[config.mk]
export PLATFORM = sky130hd
export DESIGN_NAME = bilup_div
export DESIGN_NICKNAME = d
export VERILOG_FILES = /design/src/hdl/bilup_pkg.sv /design/src/hdl/bilup_div.sv
export VERILOG_INCLUDE_DIRS = /design/src /design/src/hdl
export SDC_FILE = /design/constraint.sdc
export NUM_CORES = 1
export LEC_CHECK = 0
export BUFFER_PORTS_ARGS = -buffer_cell sky130_fd_sc_hd__buf_2
export CORE_MARGIN = 3
export CORE_UTILIZATION = 38
export DETAILED_ROUTE_END_ITERATION = 8
export GPL_ROUTABILITY_DRIVEN = 1
export PLACE_DENSITY = 0.67
export SYNTH_ARGS = -nofsm -noshare
export SYNTH_HDL_FRONTEND = slang
export SYNTH_SLANG_ARGS = --single-unit
[constraint.sdc]
create_clock -name clk -period 2.3 [get_ports clk]
set_input_delay 0.115 -clock clk [delete_from_list [all_inputs] [get_ports clk]]
set_output_delay 0.115 -clock clk [all_outputs]
set_load 0.02 [all_outputs]
[src/hdl/bilinear_image_upscaler_defines.svh]
// Assertion helpers shared by the RTL files.
`ifndef BILINEAR_IMAGE_UPSCALER_DEFINES_SVH
`define BILINEAR_IMAGE_UPSCALER_DEFINES_SVH

// Same-cycle implication, sampled on clk, off during reset.
`define BILUP_AST_IMP(name, ante, cons, msg) \
  name: assert property (@(posedge clk) disable iff (!rst_n) (ante) |-> (cons)) \
    else $error(msg);

// Next-cycle implication, sampled on clk, off during reset.
`define BILUP_AST_NXT(name, ante, cons, msg) \
  name: assert property (@(posedge clk) disable iff (!rst_n) (ante) |=> (cons)) \
    else $error(msg);

`endif

[src/hdl/bilup_pkg.sv]
package bilup_pkg;

  localparam int SRC_WIDTH  = 320;
  localparam int SRC_HEIGHT = 240;

  localparam int COORD_W = 12;
  localparam int CFG_W   = 13;
  localparam int FRAC_W  = 8;
  localparam int XW      = $clog2(SRC_WIDTH);
  localparam int YW      = $clog2(SRC_HEIGHT);
  localparam int MW      = (XW > YW) ? XW : YW;
  localparam int NUM_W   = COORD_W + MW + FRAC_W;
  localparam int DIV_CNT_W = $clog2(NUM_W);
  localparam int FRAME_DEPTH = SRC_WIDTH * SRC_HEIGHT;
  localparam int ADDR_W  = $clog2(FRAME_DEPTH);
  localparam int PIX_W   = 24;

  localparam logic [CFG_W-1:0] OUT_WIDTH_RST  = CFG_W'(640);
  localparam logic [CFG_W-1:0] OUT_HEIGHT_RST = CFG_W'(480);

  typedef enum logic [0:0] {
    MODE_WRITE = 1'b0,
    MODE_READ  = 1'b1
  } mode_t;

  typedef enum logic [0:0] {
    CFG_OUT_WIDTH  = 1'b0,
    CFG_OUT_HEIGHT = 1'b1
  } cfg_reg_t;

  typedef enum logic [3:0] {
    ST_IDLE,
    ST_XSTART,
    ST_XWAIT,
    ST_YSTART,
    ST_YWAIT,
    ST_MAP,
    ST_ADDR,
    ST_RD0,
    ST_RD1,
    ST_RD2,
    ST_RD3,
    ST_HORZ,
    ST_VERT
  } state_t;

  typedef struct packed {
    mode_t        mode;
    logic [8:0]   src_col;
    logic [7:0]   src_row;
    logic [7:0]   in_red;
    logic [7:0]   in_green;
    logic [7:0]   in_blue;
    logic [11:0]  out_col;
    logic [11:0]  out_row;
  } in_item_t;

  typedef struct packed {
    logic [7:0] red;
    logic [7:0] green;
    logic [7:0] blue;
  } out_item_t;

  function automatic logic [7:0] lerp8(input logic [7:0] a, input logic [7:0] b,
                                       input logic [7:0] f);
    logic signed [8:0]  diff;
    logic signed [17:0] prod;
    logic signed [9:0]  sum;
    diff = $signed({1'b0, b}) - $signed({1'b0, a});
    prod = diff * $signed({1'b0, f});
    sum  = $signed({2'b00, a}) + $signed(prod[17:8]);
    return sum[7:0];
  endfunction

endpackage

[src/hdl/bilup_div.sv]
`include "bilinear_image_upscaler_defines.svh"

module bilup_div (
  input  logic                            clk,
  input  logic                            rst_n,
  input  logic                            start,
  input  logic [bilup_pkg::NUM_W-1:0]     dividend,
  input  logic [bilup_pkg::CFG_W-1:0]     divisor,
  output logic                            done,
  output logic [bilup_pkg::NUM_W-1:0]     quotient
);
  import bilup_pkg::*;

  logic                 busy_r;
  logic                 done_r;
  logic [DIV_CNT_W-1:0] cnt_r;
  logic [NUM_W-1:0]     quo_r;
  logic [CFG_W-1:0]     rem_r;
  logic [CFG_W-1:0]     div_r;

  logic [CFG_W:0]       trial;
  logic                 take;
  logic [CFG_W-1:0]     rem_nxt;

  always_comb begin
    trial   = {rem_r, quo_r[NUM_W-1]};
    take    = (trial >= {1'b0, div_r});
    rem_nxt = take ? CFG_W'(trial - {1'b0, div_r}) : trial[CFG_W-1:0];
  end

  always_ff @(posedge clk) begin
    if (!rst_n) begin
      busy_r <= 1'b0;
      done_r <= 1'b0;
      cnt_r  <= '0;
    end else begin
      done_r <= 1'b0;
      if (start) begin
        busy_r <= 1'b1;
        cnt_r  <= DIV_CNT_W'(NUM_W - 1);
      end else if (busy_r) begin
        cnt_r <= cnt_r - DIV_CNT_W'(1);
        if (cnt_r == '0) begin
          busy_r <= 1'b0;
          done_r <= 1'b1;
        end
      end
    end
  end

  always_ff @(posedge clk) begin
    if (start) begin
      quo_r <= dividend;
      rem_r <= '0;
      div_r <= divisor;
    end else if (busy_r) begin
      quo_r <= {quo_r[NUM_W-2:0], take};
      rem_r <= rem_nxt;
    end
  end

  assign done     = done_r;
  assign quotient = quo_r;

  `BILUP_AST_IMP(a_done_idle, done_r, !busy_r, "divider done while busy")
  `BILUP_AST_NXT(a_last_step, busy_r && !start && cnt_r == '0, done_r, "divider missed done")
  `BILUP_AST_IMP(a_rem_bound, busy_r, rem_r < div_r, "divider remainder out of range")

endmodule

Yosys cells after proc, flatten, opt, wreduce, memory -nomap -nowiden
Index checks and enable logic that the tools add are counted.
Storage, ports and cells
  output and inout bits: 30
  memories: 0
  memory bits (read-only): 0
  memory bits (writable): 0
  flip-flop bits (word level): 62
  latch bits: 0
Cells by class
  $add $sub $neg: 2
  reductions and logical operators: 4
  bitwise logic cells: 2
  eq/ne operators: 0
  div/mod/pow operators: 0
  shifts and indexed selects: 0
  $mul: 0
  multiplexer cells: 9
  magnitude comparators: 1
Operator list (number)
  2-to-1 mux 29 bit: 2
  greater-or-equal comparator 14 x 13 -> 1 bit: 1
  2-to-1 mux 13 bit: 1
  subtractor 13 bit: 1
  2-to-1 mux 5 bit: 2
  logical NOT 5 bit: 1
  subtractor 5 x 1 -> 5 bit, second input constant: 1
  2-to-1 mux 1 bit: 4
  OR reduction 3 bit: 1
  inverter 1 bit: 2
  nonzero test 2 bit: 1
  OR reduction 2 bit: 1

Longest topological paths before layout
  depth in word-level cells: 4
  depth in mapped cells: 11

Worst setup path before layout
No wires, ideal clock.
  path type: flip-flop to flip-flop
  from: register quo_r[28] (netlist: quotient[28])
  to: register quo_r[0] (netlist: quotient[0]), data pin
  library setup time: 0.260 ns
  required time: 2.040 ns
  data arrival time: 2.389 ns
  cell stages (with the launch flop): 11
  slack: -0.348 ns
  cells stage by stage: edfxtp_1 inv_1 ha_1 inv_1 fa_1 a211oi_2 o21ai_1 and2_4 o2111ai_4 nand2_1 mux2_2
Between the ends
  cells in the longest elaborated chain, start to end: 3
Ends and longest elaborated chain
  start, declared: line bilup_div.sv:17  | logic [NUM_W-1:0] quo_r;
  start signal, assigned: line bilup_div.sv:53  | quo_r <= dividend;
  start signal, assigned: line bilup_div.sv:57  | quo_r <= {quo_r[NUM_W-2:0], take};
  greater-or-equal comparator 14 x 13 -> 1 bit: line bilup_div.sv:27  | take = (trial >= {1'b0, div_r});
  2-to-1 mux 29 bit: line bilup_div.sv:56  | end else if (busy_r) begin
  2-to-1 mux 29 bit: line bilup_div.sv:52  | if (start) begin
No other way between the ends. The select of a mux whose other input is x is not followed.
A chain may end at the register's enable or synchronous reset.

Worst setup path after layout
Ends and elaborated chain as after synthesis.

==> results.toml <==
[sta]
worst_slack_ps = -138
max_slew.worst_pin.slew_ps = 672
fmax_mhz = 410
fin_crit_sh_pct = 106
setup_viol = 14
relSlewSlack_pct = 55.2
clock-skew-final_ps = 9.01
hold_ws_ps = 64.9
fin_crit_ps = 2440
grt_setup_unrepaired = "true"
slew_violations = 0
tns_ps = -1200
hold_viol = 0

[clock_tree]
clock_latency_ps = 330
numCtsBuffers = 9
cts_tree = "done"
clockBufferDepth = 2
clockRootBuffer = "clkbuf_8"
h-tree-depth = 3
clkTransAtPathRegs_ps = 70
clock-sinks = 62

[setup_path]
start_kind = "flop"
cp_slowest_cell = "edfxtp_1"
crit_fanout = 5
worst-endpoint-required_ps = 2380
path_class = "reg -> reg"
reg2reg_to = "quotient[0]"
crit-reg2reg-launch = "quotient[28]"
max_stage_delay_ps = 400
worst-path-buf-inv = 2
crit_chain = "inv_2 > ha_4 > inv_2 > fa_2 > a211oi_2 > o21ai_2 > and2_4 > o2111ai_4 > nand2_2 > mux2_4"
r2r_cells = 10
cpLargestDelayFamily = "compound AO/OA/AOI/OAI gates"
cpMostUsedCell = "inv_2"
reg2reg_slack_ps = -140
cp.arrival_ps = 2520
cp-end-kind = "flop"

[global_route]
grt_max_degree = 36
grt_pass1_vias = 2776
grt_util_all_layers_pct = 16.3
gr-total-overflow = 0
antenna_found_initial = 0
grt_pass1_wl_um = 12900

[finish]
finish.instance_area_mm2 = 0.00434
final_util_pct = 52.3
syn_to_final_growth_pct = 31.8
nNetsFinal = 453
final_cells = 503
drive_gt1_share_pct = 42.2
diodes = 0

[floorplan]
die_y_um = 99.1
start_util_pct = 39.7
die_w_um = 99.1
die_area_mm2 = 0.00982
ioPinCount = 75
core_region_area_mm2 = 0.00830
fp-row-count = 33

[yosys]
syn_nets = 347
synth-seq-cells = 62
yosys.area.top_type = "edfxtp_1"
synth_most_common_cell = "edfxtp_1"
yosys_most_used_dff = "edfxtp_1"
syn_inst = 287
ys_types = 57
synth_edf_count = 42
synth.avg_cell_area_um2 = 11.5
ys.warnings.count = 0
synth_top_cells_by_area = "edfxtp_1 38%, dfxtp_1 12%, mux2_2 9.9%"
synth_area_mm2 = 0.00329
async_flop_share_pct = 0
synth_top_area_share_pct = 38.3
synth_seq_area_share_pct = 50.5
ys_top_cells_by_count = "42 x edfxtp_1, 29 x mux2_2, 22 x nor2_1"

[run]
drv_cap = 0

[placement]
placed_cell_area_mm2 = 0.00387
gp_congestion = 0.828
hpwl_um = 5480
io_buffers = 74
place_worst_setup_slack_ps = -149
dp.cells = 470

[drt]
wl_per_cell_um = 15.0
ant_nets = 0
remaining_drc_errors = 0
first_pass_iters = 4
num_vias = 2682
wirelength_um = 7560
routed_via_density = 5.33
drt_iter0_markers = 112

[worst_hold_path]
worstHoldPathCells = 1
holdCritPathClass = "in -> reg"
hold_start = "start"
holdPathEnd = "div_r[0]"

[power_and_ir_drop]
p_int_mw = 2.27
seqPwrFrac_pct = 43.0
leakage_nw = 1.83
vdd_drop_max_mv = 0.396
p_sw_share_pct = 29.5
comb_power_share_pct = 26.6
cellPowerDensity_mw_per_mm2 = 741
p_sw_mw = 0.950
clkPwrFrac_pct = 30.3
total_power_mw = 3.21

[run_status]
status = "complete, but fails checks"
violations = "setup timing"
==> layer usage <==
layer,GRT usage [%],vias up,part of all wire [%]
met5,0,-,0
met4,7.25,0,2.2
met3,4.95,16,7.6
met2,25.9,103,47
met1,20.4,1261,43
li1,-,1302,-
==> worst max-delay path by stage <==
stage                             from          end  slack, ps  cells after the start
after CTS                 quotient[28]     rem_r[9]       -100                     11
after global routing      quotient[28]  quotient[0]       -250                     10
after global placement    quotient[28]     rem_r[9]        -80                     11
final                     quotient[28]  quotient[0]       -140                     10
after floorplan           quotient[28]  quotient[0]       -200                     10
after detailed placement  quotient[28]     rem_r[9]       -150                     11
==> placed cells by master (no fill, tap or decap), types with 4 or more instances in the layout <==
cell type,n
a211oi_1,4
a21boi_0,4
a21o_1,5
a21oi_1,5
a311oi_2,7
buf_2,74
buf_4,17
clkbuf_8,11
dfxtp_1,20
dlygate4sd3_1,13
edfxtp_1,42
ha_1,13
inv_1,19
mux2_2,28
nand2_1,8
nand3_1,9
nand3_2,5
nor2_1,22
nor3_1,6
o21ai_0,9
xnor2_1,7
==> worst register-to-register path, cell delays in order, from the launching register on <==
cell	delay (ps)
edfxtp_1	400
inv_2	100
ha_4	140
inv_2	30
fa_2	340
a211oi_2	290
o21ai_2	90
and2_4	180
o2111ai_4	270
nand2_2	100
mux2_4	270
==> power groups by stage <==
stage / combinational, mW / clock (mW) / sequential (mW)
floorplan: 0.466 / 0 / 1.46
global placement: 0.775 / 0 / 1.40
detailed placement: 0.785 / 0 / 1.40
CTS: 0.830 / 1.00 / 1.38
global route: 0.946 / 1.05 / 1.40
finish: 0.856 / 0.976 / 1.38
==> logic make-up after synthesis <==
group                    synth area share [%]
XOR/XNOR                                 2.66
AO/OA/AOI/OAI                            14.9
adder cells (fa/ha/maj)                  5.93
flip-flops                               50.5
AND/OR/NAND/NOR                          11.3
multiplexers                             10.5
buffers and inverters                    4.18
==> state kept, by name, indices dropped and copies added (netlist names) <==
register / flops
quotient: 29
div_r: 13
cnt_r: 5
busy_r: 1
done: 1
rem_r: 13
==> what timing repair did <==
action / 4_1_cts / 5_1_grt
gates cloned: 1 / 0
gates resized for setup: 12 / 10
pin swaps: 5 / 8
setup endpoints to repair: 14 / 14
hold buffers: 13 / 0
buffers inserted: 1 / 2
endpoints found under the hold margin: 13 / 0
==> layout make-up <==
| class | instances | area, µm² |
|---|---|---|
| multi-input cells | 192 | 1600 |
| flip-flops and latches | 62 | 1660 |
| well taps | 105 | 131 |
| repair buffers | 107 | 662 |
| clock buffers | 13 | 159 |
| clock inverters | 3 | 43.8 |
| fillers | 749 | 3960 |
| inverters | 21 | 78.8 |
No activity file was read; power rests on OpenSTA's default activity.
